[src/zzp_pkg.sv]
`timescale 1ns / 1ps
// ----------------------------------------------------------------------------
// zzp_pkg
// Shared widths, codes and record types of the zigzag pivot tracker.
// ----------------------------------------------------------------------------
package zzp_pkg;

	localparam int TIME_BITS  = 48;
	localparam int LEVEL_BITS = 32;

	// result queue: room for two results beyond any one item's pair
	localparam int FIFO_DEPTH = 4;
	localparam int FIFO_PTR_W = $clog2(FIFO_DEPTH);
	localparam int FIFO_CNT_W = $clog2(FIFO_DEPTH + 1);

	typedef logic [TIME_BITS-1:0]  tstamp_t;
	typedef logic [LEVEL_BITS-1:0] level_t;

	// input action codes
	localparam logic ACT_PUSH  = 1'b0;
	localparam logic ACT_CLEAR = 1'b1;

	// result event codes
	localparam logic EV_MOVE   = 1'b0;
	localparam logic EV_APPEND = 1'b1;

	typedef struct packed {
		logic    kind;
		tstamp_t ptime;
		level_t  plevel;
		logic    is_high;
		logic    last;
	} res_t;

	// results of one item handed to the queue
	typedef struct packed {
		logic [1:0] n;
		res_t       r0;
		res_t       r1;
	} push_t;

endpackage

[src/zzp_core.sv]
`timescale 1ns / 1ps
// ----------------------------------------------------------------------------
// zzp_core
// Seed and pivot state with the per-item update; produces up to two results.
// ----------------------------------------------------------------------------
module zzp_core import zzp_pkg::*; (
	input  logic    clk,
	input  logic    arst_n,
	input  logic    fire,
	input  logic    act,
	input  tstamp_t t_in,
	input  level_t  l_in,
	input  level_t  thr,
	output push_t   push
);

	tstamp_t lo_t_q, hi_t_q, piv_t_q;
	level_t  lo_l_q, hi_l_q, piv_l_q;
	logic    started_q, piv_high_q;

	tstamp_t lo_t_d, hi_t_d, piv_t_d;
	level_t  lo_l_d, hi_l_d, piv_l_d;
	logic    started_d, piv_high_d;
	push_t   push_d;

	// compute next state and the results of the current item
	always_comb begin
		lo_t_d     = lo_t_q;
		lo_l_d     = lo_l_q;
		hi_t_d     = hi_t_q;
		hi_l_d     = hi_l_q;
		piv_t_d    = piv_t_q;
		piv_l_d    = piv_l_q;
		started_d  = started_q;
		piv_high_d = piv_high_q;
		push_d     = '0;
		if (act == ACT_CLEAR) begin
			lo_t_d     = '0;
			lo_l_d     = '0;
			hi_t_d     = '0;
			hi_l_d     = '0;
			piv_t_d    = '0;
			piv_l_d    = '0;
			started_d  = 1'b0;
			piv_high_d = 1'b0;
		end else if (!started_q) begin
			// seed unset slots, then track extremes
			if (lo_t_q == '0) begin
				lo_t_d = t_in;
				lo_l_d = l_in;
			end
			if (hi_t_q == '0) begin
				hi_t_d = t_in;
				hi_l_d = l_in;
			end
			if (l_in > hi_l_d) begin
				hi_t_d = t_in;
				hi_l_d = l_in;
			end
			if (l_in < lo_l_d) begin
				lo_t_d = t_in;
				lo_l_d = l_in;
			end
			if (hi_l_d >= lo_l_d && (hi_l_d - lo_l_d) >= thr) begin
				if (hi_t_d < lo_t_d) begin
					push_d.n  = 2'd2;
					push_d.r0 = '{EV_APPEND, hi_t_d, hi_l_d, 1'b1, 1'b0};
					push_d.r1 = '{EV_APPEND, lo_t_d, lo_l_d, 1'b0, 1'b1};
					started_d  = 1'b1;
					piv_t_d    = lo_t_d;
					piv_l_d    = lo_l_d;
					piv_high_d = 1'b0;
				end else if (lo_t_d < hi_t_d) begin
					push_d.n  = 2'd2;
					push_d.r0 = '{EV_APPEND, lo_t_d, lo_l_d, 1'b0, 1'b0};
					push_d.r1 = '{EV_APPEND, hi_t_d, hi_l_d, 1'b1, 1'b1};
					started_d  = 1'b1;
					piv_t_d    = hi_t_d;
					piv_l_d    = hi_l_d;
					piv_high_d = 1'b1;
				end
			end
		end else if (piv_high_q) begin
			// last pivot is a high: extend it or reverse down
			if (l_in > piv_l_q) begin
				piv_t_d   = t_in;
				piv_l_d   = l_in;
				push_d.n  = 2'd1;
				push_d.r0 = '{EV_MOVE, t_in, l_in, 1'b1, 1'b1};
			end else if ((piv_l_q - l_in) >= thr) begin
				piv_t_d    = t_in;
				piv_l_d    = l_in;
				piv_high_d = 1'b0;
				push_d.n   = 2'd1;
				push_d.r0  = '{EV_APPEND, t_in, l_in, 1'b0, 1'b1};
			end
		end else begin
			// last pivot is a low: extend it or reverse up
			if (l_in < piv_l_q) begin
				piv_t_d   = t_in;
				piv_l_d   = l_in;
				push_d.n  = 2'd1;
				push_d.r0 = '{EV_MOVE, t_in, l_in, 1'b0, 1'b1};
			end else if ((l_in - piv_l_q) >= thr) begin
				piv_t_d    = t_in;
				piv_l_d    = l_in;
				piv_high_d = 1'b1;
				push_d.n   = 2'd1;
				push_d.r0  = '{EV_APPEND, t_in, l_in, 1'b1, 1'b1};
			end
		end
	end

	// hand results to the queue only when an item fires
	always_comb begin
		push = push_d;
		if (!fire) begin
			push.n = 2'd0;
		end
	end

	// hold state, advance on each fired item
	always_ff @(posedge clk or negedge arst_n) begin
		if (!arst_n) begin
			lo_t_q     <= '0;
			lo_l_q     <= '0;
			hi_t_q     <= '0;
			hi_l_q     <= '0;
			piv_t_q    <= '0;
			piv_l_q    <= '0;
			started_q  <= 1'b0;
			piv_high_q <= 1'b0;
		end else if (fire) begin
			lo_t_q     <= lo_t_d;
			lo_l_q     <= lo_l_d;
			hi_t_q     <= hi_t_d;
			hi_l_q     <= hi_l_d;
			piv_t_q    <= piv_t_d;
			piv_l_q    <= piv_l_d;
			started_q  <= started_d;
			piv_high_q <= piv_high_d;
		end
	end

endmodule

[src/zzp_res_fifo.sv]
`timescale 1ns / 1ps
// ----------------------------------------------------------------------------
// zzp_res_fifo
// Result queue: takes up to two results per cycle, presents one per request.
// ----------------------------------------------------------------------------
module zzp_res_fifo import zzp_pkg::*; (
	input  logic  clk,
	input  logic  arst_n,
	input  push_t push,
	output logic  room,
	output logic  out_valid,
	input  logic  out_ready,
	output res_t  head
);

	res_t                  mem [FIFO_DEPTH];
	logic [FIFO_PTR_W-1:0] wr_ptr_q, rd_ptr_q;
	logic [FIFO_CNT_W-1:0] cnt_q;
	logic                  pop;
	logic [FIFO_PTR_W-1:0] wr_ptr_p1;

	assign out_valid = (cnt_q != '0);
	assign pop       = out_valid && out_ready;
	assign room      = (cnt_q <= FIFO_CNT_W'(FIFO_DEPTH - 2));
	assign head      = mem[rd_ptr_q];
	assign wr_ptr_p1 = wr_ptr_q + FIFO_PTR_W'(1);

	// write the pair of results
	always_ff @(posedge clk) begin
		if (push.n != 2'd0) begin
			mem[wr_ptr_q] <= push.r0;
		end
		if (push.n == 2'd2) begin
			mem[wr_ptr_p1] <= push.r1;
		end
	end

	// advance pointers and fill count
	always_ff @(posedge clk or negedge arst_n) begin
		if (!arst_n) begin
			wr_ptr_q <= '0;
			rd_ptr_q <= '0;
			cnt_q    <= '0;
		end else begin
			wr_ptr_q <= wr_ptr_q + FIFO_PTR_W'(push.n);
			if (pop) begin
				rd_ptr_q <= rd_ptr_q + FIFO_PTR_W'(1);
			end
			cnt_q <= cnt_q + FIFO_CNT_W'(push.n) - FIFO_CNT_W'(pop);
		end
	end

endmodule

[src/zigzag_pivot_tracker.sv]
`timescale 1ns / 1ps
// A request waits in the input register until the queue has room; its results
// are then written into the result queue, whose head drives the output.
// Throughput: one request per cycle while the queue has room; an item that starts
// the pivots gives two results, which leave one per request while input keeps flowing into a queue.
// Input stalls only while more than two results wait in the queue.
// Reset clears seeds, pivots and the queue, and sets the threshold to one.
// ----------------------------------------------------------------------------
// zigzag_pivot_tracker
// Zigzag swing-pivot tracker with a configurable reversal threshold.
// ----------------------------------------------------------------------------
module zigzag_pivot_tracker import zzp_pkg::*; (
	input  logic    clk,
	input  logic    arst_n,
	input  logic    cfg_we,
	input  level_t  cfg_wdata,
	input  logic    in_valid,
	output logic    in_ready,
	input  logic    action,
	input  tstamp_t sample_time,
	input  level_t  sample_level,
	output logic    out_valid,
	input  logic    out_ready,
	output logic    event_kind,
	output tstamp_t pivot_time,
	output level_t  pivot_level,
	output logic    pivot_is_high,
	output logic    last_of_run
);

	level_t  thr_q;
	logic    valid_s1;
	logic    act_s1;
	tstamp_t time_s1;
	level_t  level_s1;
	logic    room;
	logic    fire;
	push_t   push;
	res_t    head;

	assign fire     = valid_s1 && room;
	assign in_ready = !valid_s1 || room;

	// threshold register
	always_ff @(posedge clk or negedge arst_n) begin
		if (!arst_n) begin
			thr_q <= level_t'(1);
		end else if (cfg_we) begin
			thr_q <= cfg_wdata;
		end
	end

	// input register: hold until the core takes the request
	always_ff @(posedge clk or negedge arst_n) begin
		if (!arst_n) begin
			valid_s1 <= 1'b0;
		end else if (in_ready) begin
			valid_s1 <= in_valid;
		end
	end

	always_ff @(posedge clk) begin
		if (in_valid && in_ready) begin
			act_s1   <= action;
			time_s1  <= sample_time;
			level_s1 <= sample_level;
		end
	end

	zzp_core u_core (
		.clk    (clk),
		.arst_n (arst_n),
		.fire   (fire),
		.act    (act_s1),
		.t_in   (time_s1),
		.l_in   (level_s1),
		.thr    (thr_q),
		.push   (push)
	);

	zzp_res_fifo u_fifo (
		.clk       (clk),
		.arst_n    (arst_n),
		.push      (push),
		.room      (room),
		.out_valid (out_valid),
		.out_ready (out_ready),
		.head      (head)
	);

	// drive result fields from the queue head
	assign event_kind    = head.kind;
	assign pivot_time    = head.ptime;
	assign pivot_level   = head.plevel;
	assign pivot_is_high = head.is_high;
	assign last_of_run   = head.last;

endmodule

[config.mk]
export PLATFORM = sky130hd
export DESIGN_NAME = zigzag_pivot_tracker
export DESIGN_NICKNAME = d
export VERILOG_FILES = /design/src/zzp_pkg.sv /design/src/zzp_core.sv /design/src/zzp_res_fifo.sv /design/src/zigzag_pivot_tracker.sv
export SDC_FILE = /design/constraint.sdc
export NUM_CORES = 2
export LEC_CHECK = 0
export BUFFER_PORTS_ARGS = -buffer_cell sky130_fd_sc_hd__buf_2
export CAP_MARGIN = 20
export CELL_PAD_IN_SITES_DETAIL_PLACEMENT = 1
export CELL_PAD_IN_SITES_GLOBAL_PLACEMENT = 2
export CORE_MARGIN = 2
export CORE_UTILIZATION = 34
export DETAILED_ROUTE_END_ITERATION = 8
export MAX_ROUTING_LAYER = met4
export PLACE_DENSITY_LB_ADDON = 0.1
export SYNTH_ARGS = -nofsm -noshare
export SYNTH_HDL_FRONTEND = slang
export SYNTH_SLANG_ARGS = --single-unit
[constraint.sdc]
create_clock -name clk -period 43.2 [get_ports clk]
set_input_delay 10.8 -clock clk [delete_from_list [all_inputs] [get_ports clk]]
set_output_delay 10.8 -clock clk [all_outputs]
set_load 0.02 [all_outputs]
# [Word-level counts from Yosys, hierarchy flattened]
# Memories as Yosys holds them, arrays and structs flattened.
# Cells that the tools add are included.
# Widths: inputs -> output; s select.
[classes] order_cmp=11 add_sub_neg=8 reduce_logical=15 muxes=69 eq_ne=4
[ops] op="$mux 32" count=26
[ops] op="$mux 168" count=4
[ops] op="$mux 48" count=12
[ops] op="$mux 85" count=4
[ops] op="$mux 84" count=2
[ops] op="$ge 32x32->1" count=4
[ops] op="$logic_not 48->1" count=2
[ops] op="$lt 48x48->1" count=2
[ops] op="$sub 32x32->32" count=3
[ops] op="$mux 83" count=1
[ops] op="$gt 32x32->1" count=2
[ops] op="$lt 32x32->1" count=2
[ops] op="$mux 1" count=19
[ops] op="$ne 5x5->1 const B" count=2
[ops] op="$reduce_bool 3->1" count=2
[ops] op="$reduce_and 5->1" count=1
[ops] op="$add 2x1->2 const B" count=2
[ops] op="$logic_and 1x1->1" count=4
[ops] op="$reduce_bool 4->1" count=1
[ops] op="$add 3x2->3" count=1
[ops] op="$le 3x2->1 const B" count=1
[ops] op="$reduce_and 3->1" count=1
[ops] op="$sub 3x1->3" count=1
[ops] op="$add 2x2->2" count=1
[ops] op="other kinds (7)" count=7
[totals] word_cells=123 ff_bits=315 output_inout_bits=85 memories=1 mem_bits_rw=332 in_bits=118
[memory_table] memory="u_fifo.mem" depth=4 width=83 read_ports=1 rd_ports_with_merged_regs=0 wr=2 line="zzp_res_fifo.sv:16" text="res_t mem [FIFO_DEPTH];"

# [Logic depth before layout (Yosys ltp)]
[depth] word_depth=18 depth_mapped=40 ltp_nobuf=37

# [Hierarchy]
# A second synthesis with hierarchy kept.
[unflattened] cells_unflattened=3696 hier_area_um2=42904.9
[modules_own_cells] mod="zzp_core" n_inst=1 area_each_um2=22093.7 cells_per_inst=2699
[modules_own_cells] mod="zzp_res_fifo" n_inst=1 area_each_um2=16982.5 cells_per_inst=843
[modules_own_cells] mod="zigzag_pivot_tracker" n_inst=1 area_each_um2=3828.7 cells_per_inst=154

# [Worst setup path before layout]
# No wires, ideal clock.
[synth_timing] kind="register to register" from="register u_core.hi_t_q[29]" to="memory u_fifo.mem[1][0] (netlist name) (enable)" synth_period_minus_slack_ns=14.361 t_required_ns=42.573 arrival_time_ns=13.735 slack_ns=28.839 stages_incl_launch_ff=36 cell_sequence="dfrtp_1 > nor4_1 > nand4_1 > nor3_1 > clkbuf_1 > mux2i_1 > ha_1 > a211oi_1 > nor2_1 > or4_1 > a221o_1 > a221oi_2 > buf_4 > buf_8 > mux2i_1 > inv_1 > ha_1 > o21a_1 > o31a_1 > nor4_1 > o211ai_1 > nand2_1 > o311ai_0 > nand3_1 > and3_1 > or3_1 > ha_1 > o21a_1 > o21a_1 > o21ai_0 > a211oi_1 > o21a_1 > o21ai_1 > nor3b_1 > a31oi_1 > nor3_1"
[synth_lines] item="start, declared" line="zzp_core.sv:17" text="tstamp_t lo_t_q, hi_t_q, piv_t_q;"
[synth_lines] item="start signal, assigned" line="zzp_core.sv:136" text="hi_t_q <= hi_t_d;"
[synth_lines] item="end, declared" line="zzp_res_fifo.sv:16"

# [Worst setup path after layout]
[layout_timing] from="register u_fifo.rd_ptr_q[0]" to="output port pivot_level[12]"
[layout_via] elab_chain_len=1
[layout_lines] item="start, declared" line="zzp_res_fifo.sv:17" text="logic [FIFO_PTR_W-1:0] wr_ptr_q, rd_ptr_q;"
[layout_lines] item="start signal, assigned" line="zzp_res_fifo.sv:47" text="rd_ptr_q <= rd_ptr_q + FIFO_PTR_W'(1);"
[layout_lines] item="$mem_v2 4x83"
[layout_lines] item="end, declared" line="zigzag_pivot_tracker.sv:26" text="output level_t pivot_level,"
# No other way between the ends.

==> flow_summary.toml <==
[clocking]
clk_latency_ns = 0.67
numCtsBuffers = 82
clk_pin_slew_ns = 0.06
cts_setup_buffers = 0
cts_sinks = 647
cts_hold_buf = 0
cts_tree = "built"
clockBufferDepth = 3
htree_levels = 3
root_buffer = "clkbuf_16"
postCtsResizedCells = 0

[layout]
fin_nets = 4380
fillCellCount = 13100
area_growth_pct = 13.3
layout-drive-gt1-share_pct = 15.3

[min_path]
hold_class = "flip-flop to flip-flop"

[logic_synthesis]
syn-cell-area_sq_um = 40900
synth.distinct_cells = 80
synthDominantCellAreaShare_pct = 30.3
ys_seq_elements = 647
ys_async_sr_fraction_pct = 36.2
synth_ff_type = "edfxtp_1"
synth_seq_area_share_pct = 44.7
syn_avg_cell_area_sq_um = 10.6
yosysWarnings = 0
synth.most_common_cell = "edfxtp_1"
netlist_instances = 3847
synthTopCellsByArea = "edfxtp_1 (30%), dfrtp_1 (14%), ha_1 (9.3%)"
yosysTopAreaCell = "edfxtp_1"
synth_commonest_cells = "edfxtp_1 (413), nand2_1 (309), o22ai_1 (308)"
syn_nets = 4274
synth-edff-count = 413

[floorplanning]
ios = 203
die_w_um = 351
core_region_area_sq_um = 120000
die_h_um = 351
initial_core_util_pct = 34.2
dieArea_sq_um = 123000
row_count = 127

[routing]
initialDrtViolationCount = 2750
final_antenna_net_count = 0
wire_per_inst_um = 28.0
dr.pass1.iters = 7
drc = 0
finalWirelength_mm = 158
drt-vias-per-instance = 5.82
vias = 32800

[global_routing]
grt_max_degree = 98
track_usage_pct = 26.2
overflow = 0
grt_antenna_before_repair = 9
grt_first_pass_wirelength_mm = 233
grt_pass1_vias = 33700

[outcome]
status = "finished clean"

[placed_design]
gp_congestion = 0.872
portBuffers = 202
hpwlAfterDp_mm = 109

[sta]
tns_ns = 0
setup_violations = 0
grt_setup_unrepaired = "false"
drv_slew = 0
hold_viol = 0
maxSlewHeadroom_pct = 16.9
clock_skew_ns = 0.0259
period_needed_ns = 14.12
clock.fmax_ghz = 0.0708
post-route-period-util_pct = 32.7
tightest_slew_ns = 1.25

[setup_path]
worstPathMaxFanout = 38
cp.required_ns = 32.40
path_cells = "buf_4 -> buf_16 -> mux4_2 -> buf_2"
crit_path_start_kind = "flip-flop"
end_kind = "primary output"
cp_top_family = "flip-flops"
slowest_delay_ns = 1.01
cp_slowest_cell = "dfrtp_4"
cp_data_arrival_time_ns = 3.32
crit_type = "flip-flop to primary output"
critical_path_buf_inv_count = 3

[run]
drv_cap = 0
-- logic make-up after synthesis --
| logic type | share of synthesized area (%) |
|---|---|
| xor gates and xnor gates | 1.86 |
| and+or+nand+nor | 8.48 |
| adders and majority gates | 9.53 |
| buffers and inverters | 4.84 |
| DFF | 44.7 |
| muxes | 11.1 |
| AOI/OAI and AO/OA | 19.5 |
-- state kept, by name (all words and copies together), names as in the netlist, 2 cells and up --
name and cells:
u_core.lo_l_q 32, u_core.piv_l_q 32, time_s1 48, u_fifo.rd_ptr_q 2, level_s1 32, thr_q 32
u_core.lo_t_q 48, u_core.hi_t_q 48, u_fifo.mem 332, u_fifo.cnt_q 3, u_core.hi_l_q 32, u_fifo.wr_ptr_q 2
-- metal layers --
| metal | share of wire (%) | vias to the layer above | GRT usage (%) |
|---|---|---|---|
| li1 | - | 15000 | - |
| met3 | 6.3 | 170 | 4.85 |
| met1 | 48 | 16800 | 37.8 |
| met5 | 0 | - | - |
| met4 | 2.6 | 0 | 6.70 |
| met2 | 43 | 899 | 37.8 |
-- final cells by class --
type / instances / area (sq um) / area share, %
repair buffers: 262 / 1500 / 3.25
diodes: 9 / 22.5 / 0.0487
inverters: 262 / 983 / 2.12
clock inverters: 42 / 428 / 0.924
multi-input cells: 2698 / 20900 / 45.1
flip-flops and latches: 647 / 18300 / 39.5
well taps: 1612 / 2020 / 4.36
clock buffers: 108 / 2210 / 4.78
-- worst register-to-register path: cells and delay by family, from the launching register on --
kind            cells  cell delay, ns
fa+ha+maj           3            0.99
simple gates       13            4.84
mux                 2            0.83
buf+inv             5            2.58
compound gates     12            3.86
flops               1            0.39
-- final timing paths --
path / depth (start not counted) / start / slack, ns / end
worst max-delay path: 4 / u_fifo.rd_ptr_q[0] / 29.08 / pivot_level[12]
worst min-delay path: 2 / u_core.lo_l_q[20] / 0.50 / u_core.lo_l_q[20]
worst max register to register: 35 / u_core.hi_t_q[17] / 29.51 / u_fifo.mem[0][76]
worst min register to register: 2 / u_core.lo_l_q[20] / 0.50 / u_core.lo_l_q[20]
max in group asynchronous: 3 / arst_n / 30.89 / u_core.lo_t_q[38]
min in group asynchronous: 1 / arst_n / 10.10 / thr_q[1]
-- layout by cell type (no fill, tap or decap), types with 10 or more instances in the layout --
cell type and n:
o22ai_1 308, mux4_2 83, o31ai_2 31, and4_1 10
and2_1 13, nand2_1 304, o31ai_1 11, and3_1 16
inv_1 261, o211ai_1 17, a211oi_1 25, o221a_2 31
xnor2_1 55, mux2_4 10, clkinv_2 17, buf_4 55
dfrtp_1 230, buf_2 203, clkbuf_1 21, o21ai_0 277
a21o_1 66, nand3_1 68, mux2i_1 222, a222oi_1 46
nand4_1 59, xor2_1 32, mux2_2 27, a21oi_1 211
o21a_1 54, nand2b_1 15, edfxtp_1 413, nor2_1 154
clkbuf_16 83, ha_1 305, o21bai_1 22, nor4_1 32
nor3_1 32, nor2b_1 10
-- through the flow --
step                      area [sq um]  utilization (%)  hold slack, ns  cells  worst slack, ns
final                            46300             38.7           0.501   5640            29.08
after CTS                        46200             38.6           0.505   5630            28.68
after detailed placement         43600             36.4           0.496   5480            29.41
after global routing             46300             38.7           0.519   5639            28.85
after floorplan                  40900                -           0.462   3847            28.84
after global placement           43600             36.4           0.482   5476            29.42
Power is not shown: default switching activity piles up to over one toggle a cycle in this logic, so the estimate is an artifact.
